### config.mk
export PLATFORM = sky130hd
export DESIGN_NAME = link_poll_scheduler_backoff_flat
export DESIGN_NICKNAME = d
export VERILOG_FILES = /design/src/rtl/lpsb_pkg.sv /design/src/rtl/lpsb_if.sv /design/src/rtl/lpsb_controller.sv /design/src/rtl/lpsb_datapath.sv /design/src/rtl/link_poll_scheduler_backoff.sv /design/src/flat_wrapper.sv
export SDC_FILE = /design/constraint.sdc
export NUM_CORES = 2
export LEC_CHECK = 0
export ABC_AREA = 1
export BUFFER_PORTS_ARGS = -buffer_cell sky130_fd_sc_hd__buf_4
export CAP_MARGIN = 20
export CORE_ASPECT_RATIO = 0.75
export CORE_UTILIZATION = 57
export CTS_CLUSTER_SIZE = 16
export DETAILED_ROUTE_END_ITERATION = 8
export PLACE_DENSITY = 0.77
export RECOVER_POWER = 50
export SETUP_SLACK_MARGIN = 0.4
export SYNTH_ARGS = -nofsm -noshare
export SYNTH_HDL_FRONTEND = slang
export SYNTH_SLANG_ARGS = --single-unit
### constraint.sdc
create_clock -name clock -period 5.4 [get_ports clock]
set_input_delay 0.27 -clock clock [delete_from_list [all_inputs] [get_ports clock]]
set_output_delay 0.27 -clock clock [all_outputs]
set_load 0.02 [all_outputs]
### src/rtl/lpsb_pkg.sv
// Shared types, codes and constants of the link poll scheduler.
// Used by the channel interfaces, the controller, the datapath and the checker.
package lpsb_pkg;

   localparam int SLOT_COUNT = 8;
   localparam int SLOT_W     = (SLOT_COUNT > 1) ? $clog2(SLOT_COUNT) : 1;
   localparam int CNT_W      = $clog2(SLOT_COUNT + 1);

   localparam int MS_PER_S   = 1000;
   localparam int FAIL_MAX   = 8;
   localparam int SHIFT_MAX  = 4;
   localparam int PROD_W     = 26;
   localparam int IV_W       = PROD_W + SHIFT_MAX;

   localparam logic [31:0] CONNECT_TIMEOUT_RESET = 32'd15000;
   localparam logic [31:0] RETRY_INTERVAL_RESET  = 32'd30000;
   localparam logic [31:0] MAX_BACKOFF_RESET     = 32'd900000;
   localparam logic [3:0]  ACTIVE_SLOTS_RESET    = 4'd8;

   localparam logic [2:0] KIND_TICK  = 3'd0;
   localparam logic [2:0] KIND_START = 3'd1;
   localparam logic [2:0] KIND_POLL  = 3'd2;
   localparam logic [2:0] KIND_STOP  = 3'd3;
   localparam logic [2:0] KIND_SETUP = 3'd4;

   localparam logic [1:0] REG_CONNECT_TIMEOUT = 2'd0;
   localparam logic [1:0] REG_RETRY_INTERVAL  = 2'd1;
   localparam logic [1:0] REG_MAX_BACKOFF     = 2'd2;
   localparam logic [1:0] REG_ACTIVE_SLOTS    = 2'd3;

   typedef enum logic [1:0] {
      PH_IDLE       = 2'd0,
      PH_CONNECTING = 2'd1,
      PH_CONNECTED  = 2'd2,
      PH_FAILED     = 2'd3
   } phase_type;

   typedef enum logic [2:0] {
      ST_INIT       = 3'd0,
      ST_CONNECTING = 3'd1,
      ST_CONNECTED  = 3'd2,
      ST_LINK_FAIL  = 3'd3,
      ST_NO_CREDS   = 3'd4
   } status_type;

   typedef struct packed {
      logic [2:0]  kind;
      logic [31:0] now_ms;
      logic        link_up;
      logic        has_credentials;
      logic        poll_ok;
      logic [2:0]  slot;
      logic        slot_enabled;
      logic        slot_configured;
      logic        slot_auth_needed;
      logic [15:0] slot_base_seconds;
   } req_payload_type;

   typedef struct packed {
      logic [1:0]  link_state;
      logic [2:0]  status;
      logic [15:0] connect_failures;
      logic        connect_request;
      logic        disconnect_request;
      logic        dispatch_valid;
      logic [2:0]  dispatch_slot;
      logic [31:0] next_delay_ms;
   } rsp_payload_type;

   typedef struct packed {
      logic [1:0]  index;
      logic [31:0] data;
   } csr_payload_type;

   typedef struct packed {
      logic load_item;
      logic exec;
      logic idx_step;
      logic clear_slot;
      logic scan_check;
      logic pd_fail;
      logic pd_cap;
      logic pd_next;
      logic rsp_load;
   } cmd_type;

   typedef struct packed {
      logic need_clear;
      logic need_scan;
      logic need_poll;
      logic idx_last;
      logic slot_due;
      logic out_free;
   } stat_type;

endpackage

### src/rtl/lpsb_if.sv
// Valid/ready channel interfaces for requests, results and register writes.
// Depends on lpsb_pkg for the payload types.
interface lpsb_req_if;
   import lpsb_pkg::*;
   logic            valid;
   logic            ready;
   req_payload_type payload;
   modport source (output valid, output payload, input ready);
   modport sink (input valid, input payload, output ready);
endinterface

interface lpsb_rsp_if;
   import lpsb_pkg::*;
   logic            valid;
   logic            ready;
   rsp_payload_type payload;
   modport source (output valid, output payload, input ready);
   modport sink (input valid, input payload, output ready);
endinterface

interface lpsb_csr_if;
   import lpsb_pkg::*;
   logic            valid;
   logic            ready;
   csr_payload_type payload;
   modport source (output valid, output payload, input ready);
   modport sink (input valid, input payload, output ready);
endinterface

### src/rtl/lpsb_controller.sv
// Sequencing state machine of the link poll scheduler.
// Depends on lpsb_pkg; drives the datapath through command and status structs.
module lpsb_controller (
   input  logic               clock,
   input  logic               reset,
   input  logic               req_valid,
   output logic               req_ready,
   input  lpsb_pkg::stat_type stat,
   output lpsb_pkg::cmd_type  cmd
);
   import lpsb_pkg::*;

   typedef enum logic [7:0] {
      S_IDLE    = 8'b0000_0001,
      S_EXEC    = 8'b0000_0010,
      S_CLEAR   = 8'b0000_0100,
      S_SCAN    = 8'b0000_1000,
      S_PD_FAIL = 8'b0001_0000,
      S_PD_CAP  = 8'b0010_0000,
      S_PD_NEXT = 8'b0100_0000,
      S_RESP    = 8'b1000_0000
   } ctl_state_type;

   ctl_state_type state_ff;
   ctl_state_type state_in;

   assign req_ready = (state_ff == S_IDLE);

   always_comb begin
      cmd      = '0;
      state_in = state_ff;
      unique case (state_ff)
         S_IDLE: begin
            if (req_valid) begin
               cmd.load_item = 1'b1;
               state_in      = S_EXEC;
            end
         end
         S_EXEC: begin
            cmd.exec = 1'b1;
            if (stat.need_clear) begin
               state_in = S_CLEAR;
            end else if (stat.need_scan) begin
               state_in = S_SCAN;
            end else if (stat.need_poll) begin
               state_in = S_PD_FAIL;
            end else begin
               state_in = S_RESP;
            end
         end
         S_CLEAR: begin
            cmd.clear_slot = 1'b1;
            cmd.idx_step   = 1'b1;
            if (stat.idx_last) begin
               state_in = S_RESP;
            end
         end
         S_SCAN: begin
            cmd.scan_check = 1'b1;
            cmd.idx_step   = 1'b1;
            if (stat.slot_due || stat.idx_last) begin
               state_in = S_RESP;
            end
         end
         S_PD_FAIL: begin
            cmd.pd_fail = 1'b1;
            state_in    = S_PD_CAP;
         end
         S_PD_CAP: begin
            cmd.pd_cap = 1'b1;
            state_in   = S_PD_NEXT;
         end
         S_PD_NEXT: begin
            cmd.pd_next = 1'b1;
            state_in    = S_RESP;
         end
         S_RESP: begin
            if (stat.out_free) begin
               cmd.rsp_load = 1'b1;
               state_in     = S_IDLE;
            end
         end
         default: begin
            state_in = S_IDLE;
         end
      endcase
   end

   always_ff @(posedge clock) begin
      if (reset) begin
         state_ff <= S_IDLE;
      end else begin
         state_ff <= state_in;
      end
   end

endmodule

### src/rtl/lpsb_datapath.sv
// Link state, configuration registers, slot table, backoff arithmetic and result register.
// Depends on lpsb_pkg; steered by lpsb_controller through command and status structs.
module lpsb_datapath (
   input  logic                      clock,
   input  logic                      reset,
   input  lpsb_pkg::cmd_type         cmd,
   output lpsb_pkg::stat_type        stat,
   input  lpsb_pkg::req_payload_type req_item,
   input  logic                      csr_valid,
   input  lpsb_pkg::csr_payload_type csr_item,
   output logic                      rsp_valid,
   input  logic                      rsp_ready,
   output lpsb_pkg::rsp_payload_type rsp_item
);
   import lpsb_pkg::*;

   req_payload_type item_ff, item_in;
   logic [31:0]     timeout_ff, retry_ff, max_ff;
   logic [3:0]      nslots_ff;
   phase_type       phase_ff, phase_in;
   logic [31:0]     start_ff, start_in;
   status_type      status_ff, status_in;
   logic [15:0]     cfail_ff, cfail_in;
   logic            busy_ff, busy_in;
   logic            stopped_ff, stopped_in;
   logic [SLOT_W-1:0] active_ff, active_in;
   logic [CNT_W-1:0]  idx_ff, idx_in;
   logic            creq_ff, creq_in, dreq_ff, dreq_in, dval_ff, dval_in;
   logic [SLOT_W-1:0] dslot_ff, dslot_in;
   logic [31:0]     delay_ff, delay_in;
   logic [PROD_W-1:0] prod_ff, prod_in;
   logic [2:0]      shift_ff, shift_in;
   logic            rsp_valid_ff, rsp_valid_in;
   rsp_payload_type rsp_item_ff, rsp_item_in;

   logic [2:0]  flags_ff [SLOT_COUNT];
   logic [15:0] base_ff  [SLOT_COUNT];
   logic [3:0]  fail_ff  [SLOT_COUNT];
   logic [31:0] next_ff  [SLOT_COUNT];

   logic [CNT_W-1:0]  lim;
   logic              lim_zero;
   logic [SLOT_W-1:0] idx;
   logic [SLOT_W-1:0] setup_idx;
   logic              setup_hit;
   logic [31:0]       elapsed;
   logic              due;
   logic [3:0]        fail_cur;
   logic [3:0]        fail_new;
   logic [IV_W-1:0]   iv;
   logic [31:0]       iv_ext;

   assign lim       = (32'(nslots_ff) < SLOT_COUNT) ? CNT_W'(nslots_ff) : CNT_W'(SLOT_COUNT);
   assign lim_zero  = (lim == '0);
   assign idx       = idx_ff[SLOT_W-1:0];
   assign setup_idx = SLOT_W'(item_ff.slot);
   assign setup_hit = (32'(item_ff.slot) < SLOT_COUNT);
   assign elapsed   = item_ff.now_ms - start_ff;
   assign due       = flags_ff[idx][0] && flags_ff[idx][1] && !flags_ff[idx][2] &&
                      ((next_ff[idx] == 32'd0) || (item_ff.now_ms >= next_ff[idx]));

   assign fail_cur = fail_ff[active_ff];
   always_comb begin
      if (item_ff.poll_ok) begin
         fail_new = 4'd0;
      end else if (32'(fail_cur) < FAIL_MAX) begin
         fail_new = fail_cur + 4'd1;
      end else begin
         fail_new = fail_cur;
      end
   end

   assign iv     = IV_W'(prod_ff) << shift_ff;
   assign iv_ext = 32'(iv);

   assign stat.need_clear = (item_ff.kind == KIND_TICK) && (phase_ff == PH_CONNECTING) &&
                            item_ff.link_up && !lim_zero;
   assign stat.need_scan  = (item_ff.kind == KIND_TICK) && (phase_ff == PH_CONNECTED) &&
                            item_ff.link_up && !busy_ff && !stopped_ff && !lim_zero;
   assign stat.need_poll  = (item_ff.kind == KIND_POLL) && busy_ff;
   assign stat.idx_last   = ({1'b0, idx_ff} + 1'b1) >= {1'b0, lim};
   assign stat.slot_due   = due;
   assign stat.out_free   = !rsp_valid_ff || rsp_ready;

   always_comb begin
      item_in      = item_ff;
      phase_in     = phase_ff;
      start_in     = start_ff;
      status_in    = status_ff;
      cfail_in     = cfail_ff;
      busy_in      = busy_ff;
      stopped_in   = stopped_ff;
      active_in    = active_ff;
      idx_in       = idx_ff;
      creq_in      = creq_ff;
      dreq_in      = dreq_ff;
      dval_in      = dval_ff;
      dslot_in     = dslot_ff;
      delay_in     = delay_ff;
      prod_in      = prod_ff;
      shift_in     = shift_ff;
      rsp_valid_in = rsp_valid_ff;
      rsp_item_in  = rsp_item_ff;

      if (cmd.load_item) begin
         item_in  = req_item;
         idx_in   = '0;
         creq_in  = 1'b0;
         dreq_in  = 1'b0;
         dval_in  = 1'b0;
         dslot_in = '0;
         delay_in = 32'd0;
      end
      if (cmd.idx_step) begin
         idx_in = idx_ff + 1'b1;
      end

      if (cmd.exec) begin
         case (item_ff.kind)
            KIND_TICK: begin
               case (phase_ff)
                  PH_CONNECTING: begin
                     if (item_ff.link_up) begin
                        phase_in  = PH_CONNECTED;
                        status_in = ST_CONNECTED;
                        cfail_in  = 16'd0;
                     end else if (elapsed >= timeout_ff) begin
                        dreq_in   = 1'b1;
                        phase_in  = PH_FAILED;
                        start_in  = item_ff.now_ms;
                        status_in = ST_LINK_FAIL;
                        if (cfail_ff != 16'hFFFF) begin
                           cfail_in = cfail_ff + 16'd1;
                        end
                     end
                  end
                  PH_CONNECTED: begin
                     if (!item_ff.link_up) begin
                        phase_in  = PH_FAILED;
                        start_in  = item_ff.now_ms;
                        status_in = ST_LINK_FAIL;
                     end
                  end
                  PH_FAILED: begin
                     if (elapsed >= retry_ff) begin
                        phase_in  = PH_CONNECTING;
                        start_in  = item_ff.now_ms;
                        status_in = ST_CONNECTING;
                        creq_in   = 1'b1;
                     end
                  end
                  default: begin
                  end
               endcase
            end
            KIND_START: begin
               if (item_ff.has_credentials) begin
                  phase_in  = PH_CONNECTING;
                  start_in  = item_ff.now_ms;
                  status_in = ST_CONNECTING;
                  creq_in   = 1'b1;
               end else begin
                  status_in = ST_NO_CREDS;
               end
            end
            KIND_STOP: begin
               stopped_in = 1'b1;
               phase_in   = PH_IDLE;
               status_in  = ST_NO_CREDS;
               cfail_in   = 16'd0;
               dreq_in    = 1'b1;
            end
            default: begin
            end
         endcase
      end

      if (cmd.scan_check && due) begin
         active_in = idx;
         busy_in   = 1'b1;
         dval_in   = 1'b1;
         dslot_in  = idx;
      end

      if (cmd.pd_fail) begin
         prod_in  = PROD_W'(base_ff[active_ff]) * PROD_W'(MS_PER_S);
         shift_in = (32'(fail_new) < SHIFT_MAX) ? 3'(fail_new) : 3'(SHIFT_MAX);
      end
      if (cmd.pd_cap) begin
         delay_in = (iv_ext > max_ff) ? max_ff : iv_ext;
      end
      if (cmd.pd_next) begin
         busy_in = 1'b0;
      end

      if (cmd.rsp_load) begin
         rsp_valid_in                    = 1'b1;
         rsp_item_in.link_state          = phase_ff;
         rsp_item_in.status              = status_ff;
         rsp_item_in.connect_failures    = cfail_ff;
         rsp_item_in.connect_request     = creq_ff;
         rsp_item_in.disconnect_request  = dreq_ff;
         rsp_item_in.dispatch_valid      = dval_ff;
         rsp_item_in.dispatch_slot       = 3'(dslot_ff);
         rsp_item_in.next_delay_ms       = delay_ff;
      end else if (rsp_ready) begin
         rsp_valid_in = 1'b0;
      end
   end

   always_ff @(posedge clock) begin
      item_ff     <= item_in;
      idx_ff      <= idx_in;
      creq_ff     <= creq_in;
      dreq_ff     <= dreq_in;
      dval_ff     <= dval_in;
      dslot_ff    <= dslot_in;
      delay_ff    <= delay_in;
      prod_ff     <= prod_in;
      shift_ff    <= shift_in;
      rsp_item_ff <= rsp_item_in;
      if (cmd.exec && (item_ff.kind == KIND_SETUP) && setup_hit) begin
         base_ff[setup_idx] <= item_ff.slot_base_seconds;
      end
   end

   always_ff @(posedge clock) begin
      if (reset) begin
         timeout_ff   <= CONNECT_TIMEOUT_RESET;
         retry_ff     <= RETRY_INTERVAL_RESET;
         max_ff       <= MAX_BACKOFF_RESET;
         nslots_ff    <= ACTIVE_SLOTS_RESET;
         phase_ff     <= PH_IDLE;
         start_ff     <= 32'd0;
         status_ff    <= ST_INIT;
         cfail_ff     <= 16'd0;
         busy_ff      <= 1'b0;
         stopped_ff   <= 1'b0;
         active_ff    <= '0;
         rsp_valid_ff <= 1'b0;
         for (int i = 0; i < SLOT_COUNT; i++) begin
            flags_ff[i] <= 3'd0;
            fail_ff[i]  <= 4'd0;
            next_ff[i]  <= 32'd0;
         end
      end else begin
         phase_ff     <= phase_in;
         start_ff     <= start_in;
         status_ff    <= status_in;
         cfail_ff     <= cfail_in;
         busy_ff      <= busy_in;
         stopped_ff   <= stopped_in;
         active_ff    <= active_in;
         rsp_valid_ff <= rsp_valid_in;
         if (csr_valid) begin
            unique case (csr_item.index)
               REG_CONNECT_TIMEOUT: timeout_ff <= csr_item.data;
               REG_RETRY_INTERVAL:  retry_ff   <= csr_item.data;
               REG_MAX_BACKOFF:     max_ff     <= csr_item.data;
               REG_ACTIVE_SLOTS:    nslots_ff  <= csr_item.data[3:0];
               default: begin
               end
            endcase
         end
         if (cmd.exec && (item_ff.kind == KIND_SETUP) && setup_hit) begin
            flags_ff[setup_idx] <= {item_ff.slot_auth_needed, item_ff.slot_configured,
                                    item_ff.slot_enabled};
         end
         if (cmd.clear_slot) begin
            fail_ff[idx] <= 4'd0;
            next_ff[idx] <= item_ff.now_ms;
         end
         if (cmd.pd_fail) begin
            fail_ff[active_ff] <= fail_new;
         end
         if (cmd.pd_next) begin
            next_ff[active_ff] <= item_ff.now_ms + delay_ff;
         end
      end
   end

   assign rsp_valid = rsp_valid_ff;
   assign rsp_item  = rsp_item_ff;

endmodule

### src/rtl/link_poll_scheduler_backoff.sv
// Top level of the link poll scheduler with per-slot exponential backoff.
// Depends on lpsb_pkg, lpsb_if, lpsb_controller and lpsb_datapath.
//
//   Channel    Direction  Carries
//   req_chan   in         one event item: tick, start, poll done, stop or slot setup
//   rsp_chan   out        one result item per event: link state, status and dispatch
//   csr_chan   in         register write: index and 32-bit data, always ready
//
// Start, stop, setup, unknown kinds, plain ticks and idle poll done items pass from
// accept through the execute state straight to the result. A tick that reaches the
// connected state adds a clearing sweep over the active slots; a tick that scans
// for a due slot adds a sweep that stops at the first due slot or the last active one.
// A poll done item that ends a dispatched poll runs the backoff arithmetic through
// the fail, cap and next states. Reset is synchronous; a stalled result is held in the
// output register and the next item is taken while it waits.
module link_poll_scheduler_backoff (
   input logic         clock,
   input logic         reset,
   lpsb_req_if.sink    req_chan,
   lpsb_rsp_if.source  rsp_chan,
   lpsb_csr_if.sink    csr_chan
);
   import lpsb_pkg::*;

   cmd_type  cmd;
   stat_type stat;

   assign csr_chan.ready = 1'b1;

   lpsb_controller u_controller (
      .clock     (clock),
      .reset     (reset),
      .req_valid (req_chan.valid),
      .req_ready (req_chan.ready),
      .stat      (stat),
      .cmd       (cmd)
   );

   lpsb_datapath u_datapath (
      .clock     (clock),
      .reset     (reset),
      .cmd       (cmd),
      .stat      (stat),
      .req_item  (req_chan.payload),
      .csr_valid (csr_chan.valid),
      .csr_item  (csr_chan.payload),
      .rsp_valid (rsp_chan.valid),
      .rsp_ready (rsp_chan.ready),
      .rsp_item  (rsp_chan.payload)
   );

endmodule

### src/flat_wrapper.sv
// flat-port wrapper written by rule: the top's interface ports become plain ports
module link_poll_scheduler_backoff_flat import lpsb_pkg::*;
  (clock, reset, req_chan_valid, req_chan_payload, req_chan_ready, rsp_chan_valid, rsp_chan_payload, rsp_chan_ready, csr_chan_valid, csr_chan_payload, csr_chan_ready);
  lpsb_req_if req_chan_i ();
  lpsb_rsp_if rsp_chan_i ();
  lpsb_csr_if csr_chan_i ();
  input logic clock;
  input logic reset;
  input wire logic [$bits(req_chan_i.valid)-1:0] req_chan_valid;
  input wire logic [$bits(req_chan_i.payload)-1:0] req_chan_payload;
  output wire logic [$bits(req_chan_i.ready)-1:0] req_chan_ready;
  output wire logic [$bits(rsp_chan_i.valid)-1:0] rsp_chan_valid;
  output wire logic [$bits(rsp_chan_i.payload)-1:0] rsp_chan_payload;
  input wire logic [$bits(rsp_chan_i.ready)-1:0] rsp_chan_ready;
  input wire logic [$bits(csr_chan_i.valid)-1:0] csr_chan_valid;
  input wire logic [$bits(csr_chan_i.payload)-1:0] csr_chan_payload;
  output wire logic [$bits(csr_chan_i.ready)-1:0] csr_chan_ready;
  assign req_chan_i.valid = req_chan_valid;
  assign req_chan_i.payload = req_chan_payload;
  assign req_chan_ready = req_chan_i.ready;
  assign rsp_chan_valid = rsp_chan_i.valid;
  assign rsp_chan_payload = rsp_chan_i.payload;
  assign rsp_chan_i.ready = rsp_chan_ready;
  assign csr_chan_i.valid = csr_chan_valid;
  assign csr_chan_i.payload = csr_chan_payload;
  assign csr_chan_ready = csr_chan_i.ready;
  link_poll_scheduler_backoff u_core (.clock(clock), .reset(reset), .req_chan(req_chan_i), .rsp_chan(rsp_chan_i), .csr_chan(csr_chan_i));
endmodule
==> impl_metrics.csv <==
group,metric,value,unit
run_status,status,"finished, violations left",
run_status,violations,"capacitance limit, slew limit",
drt,met1_length,49200,um
placed_design,port_buffers,159,
yosys,syn_area,42400,um^2
drt,firstDrtPassIters,9,
yosys,synthFlopType,"edfxtp_1",
drt,top_layer_used,"met5",
setup_path,worstSetupStartpointType,"flop",
timing,period_minus_slack,5060,ps
clock_network,cts-root-buf,"clkbuf_16",
global_route,grt_max_degree,151,
timing,skew,25.1,ps
die,die_h,238,um
placed_design,postPlaceCellArea,45100,um^2
drt,viasPerCell,5.73,
timing,final-max-slew-violation-count,416,
clock_network,clk_pin_slew,70,ps
yosys,netlist_instances,4658,
timing,hold_slack,114,ps
clock_network,cts_tree,"built",
die,start_util,0.577,
drt,dr_total_vias,34300,
setup_path,critPathMaxStageDelay,600,ps
timing,relSlewSlack,-0.634,
global_route,grt_pass1_wl,177000,um
die,rows,86,
timing,worst_pin_slew,2450,ps
yosys,yosysMostFrequentCell,"nand2_1",
yosys,yosys.area.top_type_share,0.442,
drt,antenna_left,0,
power,max-vdd-ir-drop,388,uV
global_route,grt_overflow,0,
die,dieArea,75500,um^2
timing,rsz0062_at_grt,"true",
power,p_leak,20.0,nW
final_layout,syn2layout_area_growth,14.5,%
drt,drt-initial-drc-count,3977,
setup_path,cp_max_fo,24,
setup_path,end_kind,"flop",
yosys,synth_area_per_cell,9.10,um^2
setup_path,rrSetupSlack,340,ps
drt,wl_met2,51300,um
yosys,ys_top_cells_by_area,"edfxtp_1 44%, dfxtp_1 8.3%, nand2_1 7.9%",
timing,final.setup.tns,0,ps
final_layout,final_core_util,0.661,
final_layout,fillers,5790,
global_route,antenna_found_initial,3,
yosys,synth_warnings,0,
timing,finalSetupViolCount,0,
setup_path,crit_arrival,5460,ps
setup_path,reg2reg_to,"u_core.u_datapath.prod_ff[21]",
yosys,synth_edf_count,624,
yosys,async_reset_ff_frac,0,
yosys,yosysSeqAreaShare,0.525,
yosys,ys_ff_latch,800,
setup_path,worstPathRequired,5800,ps
setup_path,cp_common_cell,"fa_1",
setup_path,cp_slowest_cell,"fa_1",
yosys,synth_area_leader_cell,"edfxtp_1",
clock_network,h-tree-depth,3,
yosys,netlist-cell-type-count,63,
final_layout,drive_above_1_share,0.0862,
setup_path,worstSetupEndpoint,"u_core.u_datapath.prod_ff[21]",
die,die_x,317,um
clock_network,numCtsBuffers,78,
min_path,min_path_type,"input pin to flop",
timing,fmax,0.198,GHz
placed_design,gp_congestion,0.980,
setup_path,reg2reg_depth,21,
timing,period_share,0.937,
global_route,grt_pass1_vias,31700,
setup_path,crit_type,"flop to flop",
clock_network,cts_sinks,800,
placed_design,place_hpwl,79100,um
clock_network,clock_path_buffers,3,
global_route,track_usage,0.305,
die,ios,161,
timing,hold_viol,0,
drt,wl_met3,11500,um
die,core,73500,um^2
drt,drc,0,
final_layout,layout.nets,5348,
run,max-cap-violations,11,
power,powerDensity,414,nW/um^2
yosys,yosys-top-cells-count,"887 x nand2_1, 732 x nor2_1, 624 x edfxtp_1, 512 x inv_1, 323 x o21ai_0",
final_layout,design_area,48500,um^2
drt,routed_wl,116000,um
setup_path,crit_chain,"buf_12, nor2_1, nor2_1, o21ai_0, a31oi_4, buf_12, fa_1, fa_1, fa_1, fa_1, ha_4, nand2_1, nor2_1, o21ai_1, o211ai_1, a21oi_2, o21ai_2, a21boi_2, o21ai_1, nand2_1, nand2_1",
drt,wl_per_cell,19.4,um
min_path,min_path_cells,4,
clock_network,clk_latency,640,ps
==> flip-flops by register name, summed over array words and instances, names as in the netlist, 8 cells and up, named ones only <==
name,count
u_core.u_datapath.next_ff,256
u_core.u_datapath.rsp_item,59
u_core.u_datapath.timeout_ff,32
u_core.u_datapath.prod_ff,23
u_core.u_datapath.max_ff,32
u_core.u_datapath.fail_ff,32
u_core.u_datapath.cfail_ff,16
u_core.u_datapath.delay_ff,32
u_core.u_controller.state_ff,8
u_core.u_datapath.start_ff,32
u_core.u_datapath.base_ff,128
u_core.u_datapath.retry_ff,32
u_core.u_datapath.item_ff,57
u_core.u_datapath.flags_ff,24
==> power breakdown <==
part | internal (W) | total, W | switching (W)
combinational | 0.00239 | 0.00709 | 0.00470
clock | 0.00296 | 0.00537 | 0.00241
sequential | 0.00725 | 0.00765 | 0.000407
total | 0.0126 | 0.0201 | 0.00751
==> per-stage QoR <==
stage	power [W]	setup WS, ps	instances
finish	0.0201	338	5978
global route	0.0211	84.0	5978
CTS	0.0199	344	5962
detailed placement	0.0144	44.6	5720
global placement	0.0143	245	5720
floorplan	0.0123	316	4659
==> critical path: cells and delay by family (launching register included) <==
kind | cells | cell delay (ps)
AOI/OAI and AO/OA | 8 | 1320
adders and majority gates | 5 | 2280
and+or+nand+nor | 6 | 460
buffers and inverters | 2 | 320
DFF | 1 | 430
==> cells in the final DEF (no fill, tap or decap), drive strengths merged, types with 3 or more instances in the layout <==
| cell type | synthesis | layout |
|---|---|---|
| mux2i | 11 | 11 |
| a221oi | 3 | 3 |
| dfxtp | 176 | 176 |
| nand3 | 210 | 210 |
| a211oi | 5 | 5 |
| buf | 79 | 158 |
| a21boi | 8 | 8 |
| clkinv | 1 | 36 |
| conb | 2 | 3 |
| or2 | 10 | 10 |
| fa | 56 | 56 |
| ha | 245 | 245 |
| inv | 527 | 526 |
| nand2 | 893 | 893 |
| clkinvlp | 0 | 6 |
| a21oi | 299 | 299 |
| edfxtp | 624 | 624 |
| a31o | 3 | 3 |
| nor3 | 27 | 27 |
| dlygate4sd3 | 0 | 95 |
| o211ai | 34 | 34 |
| o21a | 12 | 12 |
| nor4 | 13 | 13 |
| o21ai | 376 | 376 |
| o21bai | 9 | 9 |
| nand4 | 38 | 38 |
| a31oi | 28 | 28 |
| o22ai | 34 | 34 |
| o311ai | 5 | 5 |
| xnor2 | 21 | 21 |
| xor2 | 45 | 45 |
| nor2 | 739 | 739 |
| a21o | 8 | 8 |
| clkbuf | 100 | 234 |
==> area by class of cell <==
class / count / area (um^2) / share of cell area
Antenna cell: 1 / 2.50 / 0.0000515
Clock buffer: 99 / 2170 / 0.0446
Clock inverter: 42 / 307 / 0.00631
Inverter: 528 / 2000 / 0.0413
Multi-Input combinational cell: 3152 / 17600 / 0.362
Sequential cell: 800 / 22300 / 0.459
Tap cell: 968 / 1210 / 0.0249
Timing Repair Buffer: 388 / 3040 / 0.0625
==> worst min-delay path by stage <==
stage                                             start                               to  slack [ps]
after floorplan                                   reset        u_core.u_datapath.busy_ff         350
after global placement    u_core.u_datapath.dslot_ff[2]   u_core.u_datapath.rsp_item[34]         410
after detailed placement  u_core.u_datapath.dslot_ff[1]   u_core.u_datapath.rsp_item[33]         410
after CTS                                csr_chan_valid   u_core.u_datapath.nslots_ff[3]          70
after global routing               csr_chan_payload[33]  u_core.u_datapath.timeout_ff[9]         160
final                                    csr_chan_valid   u_core.u_datapath.nslots_ff[3]         110
==> cell families (layout without fill, tap and decap cells) <==
logic type | after synthesis | count (layout) | synth area share
mux | 11 | 11 | 0.00260
fa+ha+maj | 301 | 301 | 0.0988
other cells | 2 | 4 | 0.000177
simple gates | 1936 | 1936 | 0.185
xor+xnor | 66 | 66 | 0.0136
buf+inv | 707 | 1057 | 0.0671
compound gates | 835 | 835 | 0.108
flops | 800 | 800 | 0.525
==> layer usage <==
metal,vias up,GRT usage
met5,-,0
met4,2,0.0972
met3,256,0.0476
met2,1801,0.468
met1,16000,0.444
li1,16200,-
==> what timing repair did <==
action                                  in CTS  in global routing
setup buffers                                5                 15
cloned                                       1                  0
resized for setup                           24                 39
hold endpoints to repair                   165                  0
pin swaps                                    4                 14
hold buffers                                95                  0
endpoints found under the setup margin      21                 63
No activity file was read; power rests on OpenSTA's default activity.
